`src/rtl/core/cdq_pkg.sv`:
```
// ----------------------------------------------------------------------------
// cdq_pkg
// Operation codes, status codes and field widths shared by the deque
// top level and its port checker.
// ----------------------------------------------------------------------------
package cdq_pkg;

    localparam int DATA_W = 32;
    localparam int FUNC_W = 3;
    localparam int STAT_W = 2;
    localparam int FILL_W = 4;

    localparam logic [FUNC_W-1:0] FN_PUSH_FRONT = 3'd0;
    localparam logic [FUNC_W-1:0] FN_PUSH_REAR  = 3'd1;
    localparam logic [FUNC_W-1:0] FN_POP_FRONT  = 3'd2;
    localparam logic [FUNC_W-1:0] FN_POP_REAR   = 3'd3;
    localparam logic [FUNC_W-1:0] FN_PEEK_FRONT = 3'd4;
    localparam logic [FUNC_W-1:0] FN_PEEK_REAR  = 3'd5;

    localparam logic [STAT_W-1:0] ST_DONE  = 2'd0;
    localparam logic [STAT_W-1:0] ST_FULL  = 2'd1;
    localparam logic [STAT_W-1:0] ST_EMPTY = 2'd2;

    typedef logic [DATA_W-1:0] word_t;

endpackage

```
`src/rtl/core/circular_deque_top.sv`:
```
// ----------------------------------------------------------------------------
// circular_deque_top
// Double-ended queue of DEPTH words held in a circular RAM with head, tail
// and occupancy registers.
// ----------------------------------------------------------------------------
// One request is in flight at a time. Pushes and rejected requests give
// their result in the cycle after acceptance; pops and peeks pass through
// the registered read of the slot RAM and then the output register. A new
// request is taken as soon as the previous result has left or leaves in the
// same cycle, so pushes sustain one request per cycle while the receiver
// takes each result; a pop or peek holds off new requests until its data is
// loaded. The slot RAM is not cleared; a read only touches written entries.
module circular_deque_top #(
    parameter int DEPTH = 8
) (
    input  logic                         clk,
    input  logic                         rst_n,
    input  logic                         in_valid,
    output logic                         in_ready,
    input  logic [cdq_pkg::FUNC_W-1:0]   func,
    input  logic signed [cdq_pkg::DATA_W-1:0] value,
    output logic                         out_valid,
    input  logic                         out_ready,
    output logic signed [cdq_pkg::DATA_W-1:0] data_out,
    output logic [cdq_pkg::STAT_W-1:0]   status,
    output logic [cdq_pkg::FILL_W-1:0]   fill_level
);

    import cdq_pkg::*;

    localparam int AW = $clog2(DEPTH);
    localparam int CW = $clog2(DEPTH + 1);

    localparam logic [0:0] S_IDLE = 1'b0;
    localparam logic [0:0] S_READ = 1'b1;

    logic [0:0]        state_reg, state_next;
    logic [AW-1:0]     head_reg, head_next;
    logic [AW-1:0]     tail_reg, tail_next;
    logic [CW-1:0]     occ_reg, occ_next;
    logic              out_valid_reg, out_valid_next;
    word_t             data_reg, data_next;
    logic [STAT_W-1:0] status_reg, status_next;
    logic [FILL_W-1:0] fill_reg;
    logic              out_load;

    logic              ram_we, ram_re;
    logic [AW-1:0]     ram_waddr, ram_raddr;
    word_t             ram_rdata;

    logic              accept;
    logic              is_front, is_pop, empty, full;
    logic [AW-1:0]     head_inc, head_dec, tail_inc, tail_dec;
    logic [CW+FILL_W-1:0] occ_ext;

    cdq_ram #(
        .WIDTH(DATA_W),
        .DEPTH(DEPTH)
    ) u_slots (
        .clk  (clk),
        .we   (ram_we),
        .waddr(ram_waddr),
        .wdata(value),
        .re   (ram_re),
        .raddr(ram_raddr),
        .rdata(ram_rdata)
    );

    assign in_ready = (state_reg == S_IDLE) && (!out_valid_reg || out_ready);
    assign accept   = in_valid && in_ready;

    assign is_front = (func == FN_PUSH_FRONT) || (func == FN_POP_FRONT)
                   || (func == FN_PEEK_FRONT);
    assign is_pop   = (func == FN_POP_FRONT) || (func == FN_POP_REAR);
    assign empty    = (occ_reg == '0);
    assign full     = (occ_reg == CW'(DEPTH));

    assign head_inc = (head_reg == AW'(DEPTH - 1)) ? '0 : head_reg + AW'(1);
    assign head_dec = (head_reg == '0) ? AW'(DEPTH - 1) : head_reg - AW'(1);
    assign tail_inc = (tail_reg == AW'(DEPTH - 1)) ? '0 : tail_reg + AW'(1);
    assign tail_dec = (tail_reg == '0) ? AW'(DEPTH - 1) : tail_reg - AW'(1);

    assign occ_ext  = {{FILL_W{1'b0}}, occ_next};

    always_comb
    begin
        state_next     = state_reg;
        head_next      = head_reg;
        tail_next      = tail_reg;
        occ_next       = occ_reg;
        out_valid_next = out_valid_reg && !out_ready;
        out_load       = 1'b0;
        data_next      = '0;
        status_next    = ST_DONE;
        ram_we         = 1'b0;
        ram_re         = 1'b0;
        ram_waddr      = '0;
        ram_raddr      = '0;

        unique case (state_reg)
            S_IDLE:
            begin
                if (accept)
                begin
                    case (func) inside
                        FN_PUSH_FRONT, FN_PUSH_REAR:
                        begin
                            out_valid_next = 1'b1;
                            out_load       = 1'b1;
                            if (full)
                            begin
                                status_next = ST_FULL;
                            end
                            else
                            begin
                                ram_we   = 1'b1;
                                occ_next = occ_reg + CW'(1);
                                if (empty)
                                begin
                                    head_next = '0;
                                    tail_next = '0;
                                    ram_waddr = '0;
                                end
                                else if (is_front)
                                begin
                                    head_next = head_dec;
                                    ram_waddr = head_dec;
                                end
                                else
                                begin
                                    tail_next = tail_inc;
                                    ram_waddr = tail_inc;
                                end
                            end
                        end
                        FN_POP_FRONT, FN_POP_REAR, FN_PEEK_FRONT, FN_PEEK_REAR:
                        begin
                            if (empty)
                            begin
                                out_valid_next = 1'b1;
                                out_load       = 1'b1;
                                status_next    = ST_EMPTY;
                            end
                            else
                            begin
                                ram_re     = 1'b1;
                                ram_raddr  = is_front ? head_reg : tail_reg;
                                state_next = S_READ;
                                if (is_pop)
                                begin
                                    occ_next = occ_reg - CW'(1);
                                    if (occ_reg == CW'(1))
                                    begin
                                        head_next = '0;
                                        tail_next = '0;
                                    end
                                    else if (is_front)
                                    begin
                                        head_next = head_inc;
                                    end
                                    else
                                    begin
                                        tail_next = tail_dec;
                                    end
                                end
                            end
                        end
                        default:
                        begin
                            out_valid_next = 1'b1;
                            out_load       = 1'b1;
                        end
                    endcase
                end
            end
            S_READ:
            begin
                out_valid_next = 1'b1;
                out_load       = 1'b1;
                data_next      = ram_rdata;
                state_next     = S_IDLE;
            end
            default:
            begin
                state_next = S_IDLE;
            end
        endcase
    end

    always_ff @(posedge clk or negedge rst_n)
    begin
        if (!rst_n)
        begin
            state_reg     <= S_IDLE;
            head_reg      <= '0;
            tail_reg      <= '0;
            occ_reg       <= '0;
            out_valid_reg <= 1'b0;
        end
        else
        begin
            state_reg     <= state_next;
            head_reg      <= head_next;
            tail_reg      <= tail_next;
            occ_reg       <= occ_next;
            out_valid_reg <= out_valid_next;
        end
    end

    always_ff @(posedge clk)
    begin
        if (out_load)
        begin
            data_reg   <= data_next;
            status_reg <= status_next;
            fill_reg   <= occ_ext[FILL_W-1:0];
        end
    end

    assign out_valid  = out_valid_reg;
    assign data_out   = data_reg;
    assign status     = status_reg;
    assign fill_level = fill_reg;

endmodule

```
`src/rtl/core/cdq_ram.sv`:
```
// ----------------------------------------------------------------------------
// cdq_ram
// Generic simple dual-port RAM: one write port, one read port with the
// read data registered.
// ----------------------------------------------------------------------------
module cdq_ram #(
    parameter int WIDTH = 32,
    parameter int DEPTH = 8
) (
    input  logic                     clk,
    input  logic                     we,
    input  logic [$clog2(DEPTH)-1:0] waddr,
    input  logic [WIDTH-1:0]         wdata,
    input  logic                     re,
    input  logic [$clog2(DEPTH)-1:0] raddr,
    output logic [WIDTH-1:0]         rdata
);

    logic [WIDTH-1:0] mem [DEPTH];

    always_ff @(posedge clk)
    begin
        if (we)
        begin
            mem[waddr] <= wdata;
        end
        if (re)
        begin
            rdata <= mem[raddr];
        end
    end

endmodule

```
`config.mk`:
```
export PLATFORM = sky130hd
export DESIGN_NAME = circular_deque_top
export DESIGN_NICKNAME = d
export VERILOG_FILES = /design/src/rtl/core/cdq_pkg.sv /design/src/rtl/core/circular_deque_top.sv /design/src/rtl/core/cdq_ram.sv
export SDC_FILE = /design/constraint.sdc
export NUM_CORES = 1
export LEC_CHECK = 0
export ABC_CLOCK_PERIOD_IN_PS = 7000
export BUFFER_PORTS_ARGS = -buffer_cell sky130_fd_sc_hd__buf_2
export CAP_MARGIN = 20
export CORE_MARGIN = 5
export CORE_UTILIZATION = 59
export DETAILED_ROUTE_END_ITERATION = 8
export GPL_TIMING_DRIVEN = 0
export PLACE_DENSITY = 0.87
export SYNTH_ARGS = -nofsm -noshare
export SYNTH_HDL_FRONTEND = slang
export SYNTH_HIERARCHICAL = 1
export SYNTH_SLANG_ARGS = --single-unit
```
`constraint.sdc`:
```
create_clock -name clk -period 7 [get_ports clk]
set_clock_uncertainty 0.1 [all_clocks]
set_input_delay 0 -clock clk [delete_from_list [all_inputs] [get_ports clk]]
set_output_delay 0 -clock clk [all_outputs]
set_load 0.02 [all_outputs]
```
After elaboration in Yosys (flattened, before gate mapping)
Memories as Yosys holds them, arrays and structs flattened. A register that Yosys moved wholly into a read port is not among the register bits.
Index checks and enable logic that the tools add are counted.
{"block": "word_totals", "n_memories": 1, "reg_bits": 50, "ram_bits": 256, "output_inout_bits": 40}
{"name": "u_slots.mem", "words": 8, "width": 32, "read_ports": 1, "rd_ports_with_merged_regs": 1, "wr": 1, "line": "cdq_ram.sv:19", "rtl": "logic [WIDTH-1:0] mem [DEPTH];"}
{"block": "op_classes", "mux": 67, "n_eq_ne": 15, "reduce_logical": 20, "bitwise": 2, "n_addsub": 6}
{"op": "$mux 3", "count": 34}
{"op": "$mux 4", "count": 7}
{"op": "$mux 1", "count": 20}
{"op": "$reduce_and 8->1", "count": 2}
{"op": "$eq 3x3->1 const B", "count": 4}
{"op": "$logic_not 3->1", "count": 3}
{"op": "$ne 4x4->1 const B", "count": 2}
{"op": "$add 3x1->3 const B", "count": 2}
{"op": "$eq 3x2->1 const B", "count": 2}
{"op": "$mux 2", "count": 3}
{"op": "$ne 3x3->1 const B", "count": 2}
{"op": "$pmux 1 s2", "count": 3}
{"op": "$sub 3x1->3 const B", "count": 2}
{"op": "$add 4x1->4 const B", "count": 1}
{"op": "$eq 4x1->1 const B", "count": 1}
{"op": "$eq 4x4->1 const B", "count": 1}
{"op": "$logic_not 4->1", "count": 1}
{"op": "$logic_or 1x1->1", "count": 4}
{"op": "$reduce_bool 2->1", "count": 2}
{"op": "$reduce_or 2->1", "count": 2}
{"op": "$reduce_or 4->1", "count": 1}
{"op": "$sub 4x1->4 const B", "count": 1}
{"op": "$eq 3x1->1 const B", "count": 1}
{"op": "$logic_and 1x1->1", "count": 3}
{"op": "4 further kinds", "count": 6}

Logic depth before layout (Yosys ltp)
{"block": "depth", "ltp_word": 9, "depth_mapped": 10}

Cells and area by module
Netlist, hierarchy kept.
{"module": "cdq_ram", "area_per_inst_um2": 10786.6, "cells_per_inst": 415, "n_inst": 1, "seq_area_each_um2": 8648.3}
{"module": "circular_deque_top", "area_per_inst_um2": 2512.4, "cells_per_inst": 211, "n_inst": 1, "seq_area_each_um2": 1441.4}

Worst setup path after synthesis
No wires, ideal clock.
{"block": "synth_path", "kind": "register to register", "startpoint": "register head_reg[0]", "endpoint": "memory u_slots.mem[0][0], enable pin", "t_arrival_ns": 3.482, "setup_ns": 0.461, "setup_slack_ns": 2.957, "t_required_ns": 6.439, "synth_period_minus_slack_ns": 4.043, "path_stages_with_launch": 9, "n_path_buf": 0, "path_cell_list": "dfrtp_1 > inv_1 > ha_1 > nor3_1 > nor3_1 > a21oi_1 > nor2_1 > nand2b_1 > nor3_1"}
{"block": "synth_between", "elab_chain_len": 8, "elab_cells_between_ends": 9, "cone_classes": "add/sub: 1; mux: 7; reduce/logical: 1"}
{"element": "from (decl)", "line": "circular_deque_top.sv:38", "rtl": "logic [AW-1:0] head_reg, head_next;"}
{"element": "from (signal assigned)", "line": "circular_deque_top.sv:203", "rtl": "head_reg <= head_next;"}
{"element": "$sub 3x1->3 / $logic_not 3->1 (equally long branches)", "line": "circular_deque_top.sv:79", "rtl": "assign head_dec = (head_reg == '0) ? AW'(DEPTH - 1) : head_reg - AW'(1);"}
{"element": "$mux 3 (*)", "line": "circular_deque_top.sv:79"}
{"element": "$mux 3 (*)", "line": "circular_deque_top.sv:124", "rtl": "else if (is_front)"}
{"element": "$mux 3 (*)", "line": "circular_deque_top.sv:118", "rtl": "if (empty)"}
{"element": "$mux 3 (*)", "line": "circular_deque_top.sv:110", "rtl": "if (full)"}
{"element": "$mux 3 (*)", "line": "circular_deque_top.sv:105", "rtl": "case (func) inside"}
{"element": "$mux 3 (*)", "line": "circular_deque_top.sv:103", "rtl": "if (accept)"}
{"element": "$mux 3 (*)", "line": "circular_deque_top.sv:100", "rtl": "unique case (state_reg)"}
{"element": "named net ram_waddr[2]", "line": "circular_deque_top.sv:48", "rtl": "logic [AW-1:0] ram_waddr, ram_raddr;"}
{"element": "to (decl)", "line": "cdq_ram.sv:19"}
Mark *: on every way through the listed nets, which the timed path passes. The rest lies on a longest branch.

Worst setup path after layout
{"block": "layout_path", "startpoint": "register occ_reg[1]", "endpoint": "register u_slots.rdata[12], read port of u_slots.mem (data pin)"}
{"block": "layout_between", "elab_chain_len": 6, "elab_cells_between_ends": 11, "cone_classes": "mux: 10; reduce/logical: 1"}
{"element": "from (decl)", "line": "circular_deque_top.sv:40", "rtl": "logic [CW-1:0] occ_reg, occ_next;"}
{"element": "from (signal assigned)", "line": "circular_deque_top.sv:205", "rtl": "occ_reg <= occ_next;"}
{"element": "$logic_not 4->1", "line": "circular_deque_top.sv:75", "rtl": "assign empty = (occ_reg == '0);"}
{"element": "$mux 3", "line": "circular_deque_top.sv:138", "rtl": "if (empty)"}
{"element": "$mux 3 (2 in a row)", "line": "circular_deque_top.sv:105"}
{"element": "$mux 3", "line": "circular_deque_top.sv:103"}
{"element": "$mux 3", "line": "circular_deque_top.sv:100"}
{"element": "named net ram_raddr[2]", "line": "circular_deque_top.sv:48"}
{"element": "to (decl)", "line": "cdq_ram.sv:16", "rtl": "output logic [WIDTH-1:0] rdata"}
The timed path passes the listed nets, and every way through them passes these cells.
A chain may end at the register's enable or synchronous reset.

==> results by group <==
Outcome
  – Status: finished clean

Synthesis
  – Seq/Total Area, Yosys: 75.9%
  – Asr flop ratio synth: 3.55%
  – Dominant cells by area after synthesis: edfxtp_1, mux4_1, mux4_2, mux2_2, dfrtp_1
  – Share of the synthesized area in the top cell type: 73.6%
  – Number of synthesized flops with an enable pin: 326
  – Cell area after synthesis: 0.0133 sq mm
  – Yosys top cell by area: edfxtp_1
  – Syn Nets: 676
  – Synth Register Bits: 338
  – Unique masters post-synth: between 50 and 60
  – Synth Flop Type: edfxtp_1
  – Synthesized area per cell: 21.2 sq um
  – Yosys warnings: 6
  – Syn Inst Count: 626

Floorplan
  – Die Y: 160 um
  – Io pins: 79
  – Total die area: 0.0256 sq mm
  – Row cnt: 55
  – Die X: 160 um
  – Starting Density: 59.3%
  – Core area: around 0.022 sq mm

Placement
  – Post-DP HPWL: 16200 um
  – RD Place Congestion: 0.858
  – I/O Buffers: 78
  – DP Area: between 0.01 and 0.015 sq mm
  – Placed cells: 1003

Power and ir drop
  – Sequential Power Share: 49.7%
  – P_leak: 5.34 nW
  – Max VDD drop: 0.000254 V
  – Cell internal pwr: 3.67 mW
  – Comb power frac: 16.7%
  – Clock share of power: 33.6%
  – Pwr dens: between 300 and 400 mW/mm^2
  – Sw power: 1.26 mW
  – Net Sw Frac: between 20% and 30%

Global route
  – Vias in the first global route: just over 7000
  – Total gr overflow: 0
  – GRT Util Overall: 21.9%
  – Pin count of the biggest net entering global routing: 34
  – Initial antenna violation count: 1
  – First-pass GRT wire length: 42500 um

Worst setup path
  – Worst flop-to-flop path startpoint: occ_reg[1]
  – Most used cell, CP: a21oi_1
  – CP arrival: 3.81 ns
  – CP Launch Type: register
  – CP Class: reg -> reg
  – CP Capture Point: u_slots/rdata[12]
  – Crit-path max FO: 10
  – Worst reg2reg endpoint: u_slots/rdata[12]
  – Largest stage delay, worst path: between 0.4 and 0.5 ns
  – Worst R2R Setup Slack: 3.33 ns
  – Setup crit start: occ_reg[1]
  – CP max stage cell: clkbuf_1
  – Critical Path, Cell by Cell: inv_1 -> ha_1 -> nor2b_1 -> a21oi_1 -> nand2_1 -> a21oi_1 -> clkbuf_1 -> buf_2 -> mux4_2 -> mux2_2
  – R2r worst-path depth: 10
  – Critical path endpoint category: register
  – Worst Path Required: 7.14 ns

Worst hold path
  – HP Class: in -> reg

Timing
  – Unrepaired setup endpoints after global routing: false
  – Fmax: ~270 MHz
  – Final setup vio count: 0
  – Pins Over Slew Limit: 0
  – Final Hold Vio Count: 0
  – Hold slack: 0.183 ns
  – Crit path time final: approximately 3.7 ns
  – Max_slew headroom: 38.3%
  – Fin crit share: 52.4%
  – Worst-Margin Slew: 0.925 ns
  – Setup TNS: 0 ns

Finish
  – Final Non-Filler Cells: 1099
  – Reg with most FFs: u_slots/mem
  – Nets: 843
  – Final instance area: around 0.016 sq mm
  – Syn-to-layout area delta: 18.3%
  – Layout cells sized above 1: 28.2%
  – Largest register FFs: 256

Route
  – Via count: 6784
  – Wire length per cell: 25.2 um
  – DRC viols: 0
  – Detailed Route WL: around 28000 um
  – TritonRoute pass-1 iters: 5
  – Post-route ant nets: 0
  – Initial DRC count: 627
  – Vias per std cell: about 6.2

Clocking
  – CTS tree: built
  – Clk buf depth: 3
  – H-Tree Depth: 2
  – Worst-Skew Late Latency: ~0.52 ns
  – Sink Count: 338
  – TritonCTS Buffers: 34
  – Post-CTS setup buffers: 0
  – Clock root buffer: clkbuf_16
  – Clock slew at reported path FFs: 0.06 ns

Run
  – # Max-Cap Violations: 0
==> per-layer routing <==
| metal | track usage (%) | share of wire (%) | vias up |
|---|---|---|---|
| met5 | 0 | 0 | - |
| met4 | 5.79 | 2.1 | 0 |
| met3 | 4.62 | 6.6 | 54 |
| met2 | 38.4 | 52 | 312 |
| met1 | 28.3 | 39 | 3518 |
| li1 | - | - | 2900 |
==> power by group through the flow <==
stage               Clock, mW  Combinational [mW]  Sequential [mW]
global placement            0               0.729             2.49
finish                   1.65               0.823             2.45
floorplan                   0               0.462             2.56
global route             1.77               0.892             2.46
CTS                      1.68               0.825             2.45
detailed placement          0               0.792             2.49
==> stage by stage <==
step                power, mW  utilization (%)  worst slack, ns
finish                   4.93             70.1             3.33
global route             5.13             70.1             3.18
CTS                      4.96             70.1             3.36
detailed placement       3.28             63.9             3.56
global placement         3.22             62.6            0.571
floorplan                3.02                -             2.96
==> worst min path at each step <==
stage          startpoint                 to  cells after the start
2_1_floorplan       rst_n        head_reg[0]                      0
3_3_place_gp        rst_n         occ_reg[0]                      1
3_5_place_dp        rst_n         occ_reg[1]                      1
4_1_cts          value[4]  u_slots/mem[4][4]                      2
5_1_grt          value[8]  u_slots/mem[2][8]                      2
6_report         value[4]  u_slots/mem[1][4]                      2
==> Yosys cell counts (3+ instances only) <==
cell,n
mux4_2,24
nand2_1,16
edfxtp_1,326
buf_2,8
dfrtp_1,12
mux4_1,40
a21oi_1,10
nor3_1,8
ha_1,11
nor2_1,12
nand2b_1,6
o31ai_1,4
o22ai_1,3
xnor2_1,3
clkbuf_1,5
o21ai_0,3
mux2_2,34
inv_1,11
and2_1,35
buf_1,3
nand3_1,5
nor2b_1,3
buf_6,9
==> timing repair <==
action,4_1_cts,5_1_grt
gates resized for setup,0,0
endpoints found under the setup margin,0,0
hold buffers,39,0
endpoints found under the hold margin,278,0
==> worst max-delay path, delay by kind of cell, from the launching register on <==
family | cells | cell delay (ns)
adders and majority gates | 1 | 0.29
buffers and inverters | 3 | 0.96
muxes | 2 | 0.66
AOI/OAI and AO/OA | 2 | 0.54
and+or+nand+nor | 2 | 0.41
DFF | 1 | 0.42
==> final cells by class <==
| type | instances | area [sq um] |
|---|---|---|
| clock buffer | 47 | 900 |
| inverter | 12 | 45.0 |
| clock inverter | 9 | 100 |
| timing repair buffer | 131 | 1000 |
| multi-input combinational | 249 | 3040 |
| sequential | 338 | 10100 |
| buffer | 27 | 186 |
| antenna | 1 | 2.50 |
| tap | 285 | 357 |
| fill | 1261 | 6710 |
==> logic make-up after synthesis <==
kind of cell | after synthesis | synth area share [%]
DFF | 338 | 75.9
buffers and inverters | 39 | 1.74
AOI/OAI and AO/OA | 39 | 2.13
muxes | 99 | 14.9
adders and majority gates | 11 | 1.03
xor gates and xnor gates | 3 | 0.198
and+or+nand+nor | 97 | 4.11
==> cells in the final DEF (no fill, tap or decap), types with 2 or more instances in the layout <==
cell / n
edfxtp_1: 326
buf_2: 86
mux4_1: 40
dlygate4sd3_1: 39
and2_1: 35
mux2_2: 34
clkbuf_16: 34
mux4_2: 24
clkbuf_1: 18
nand2_1: 16
buf_6: 15
dfrtp_1: 12
ha_1: 11
inv_1: 10
a21oi_1: 10
nand2b_1: 6
nor2_1: 6
nor3_1: 6
buf_12: 6
nor2_4: 6
nand3_1: 5
o31ai_1: 4
nor2b_1: 3
xnor2_1: 3
o22ai_1: 3
o21ai_0: 3
clkinv_1: 3
buf_1: 3
buf_4: 2
a21o_1: 2
o21a_1: 2
inv_2: 2
o21ai_1: 2
a221oi_2: 2
and4b_1: 2
o21ai_2: 2
nor3_2: 2
Note: power is estimated with default switching activity, not from simulation.
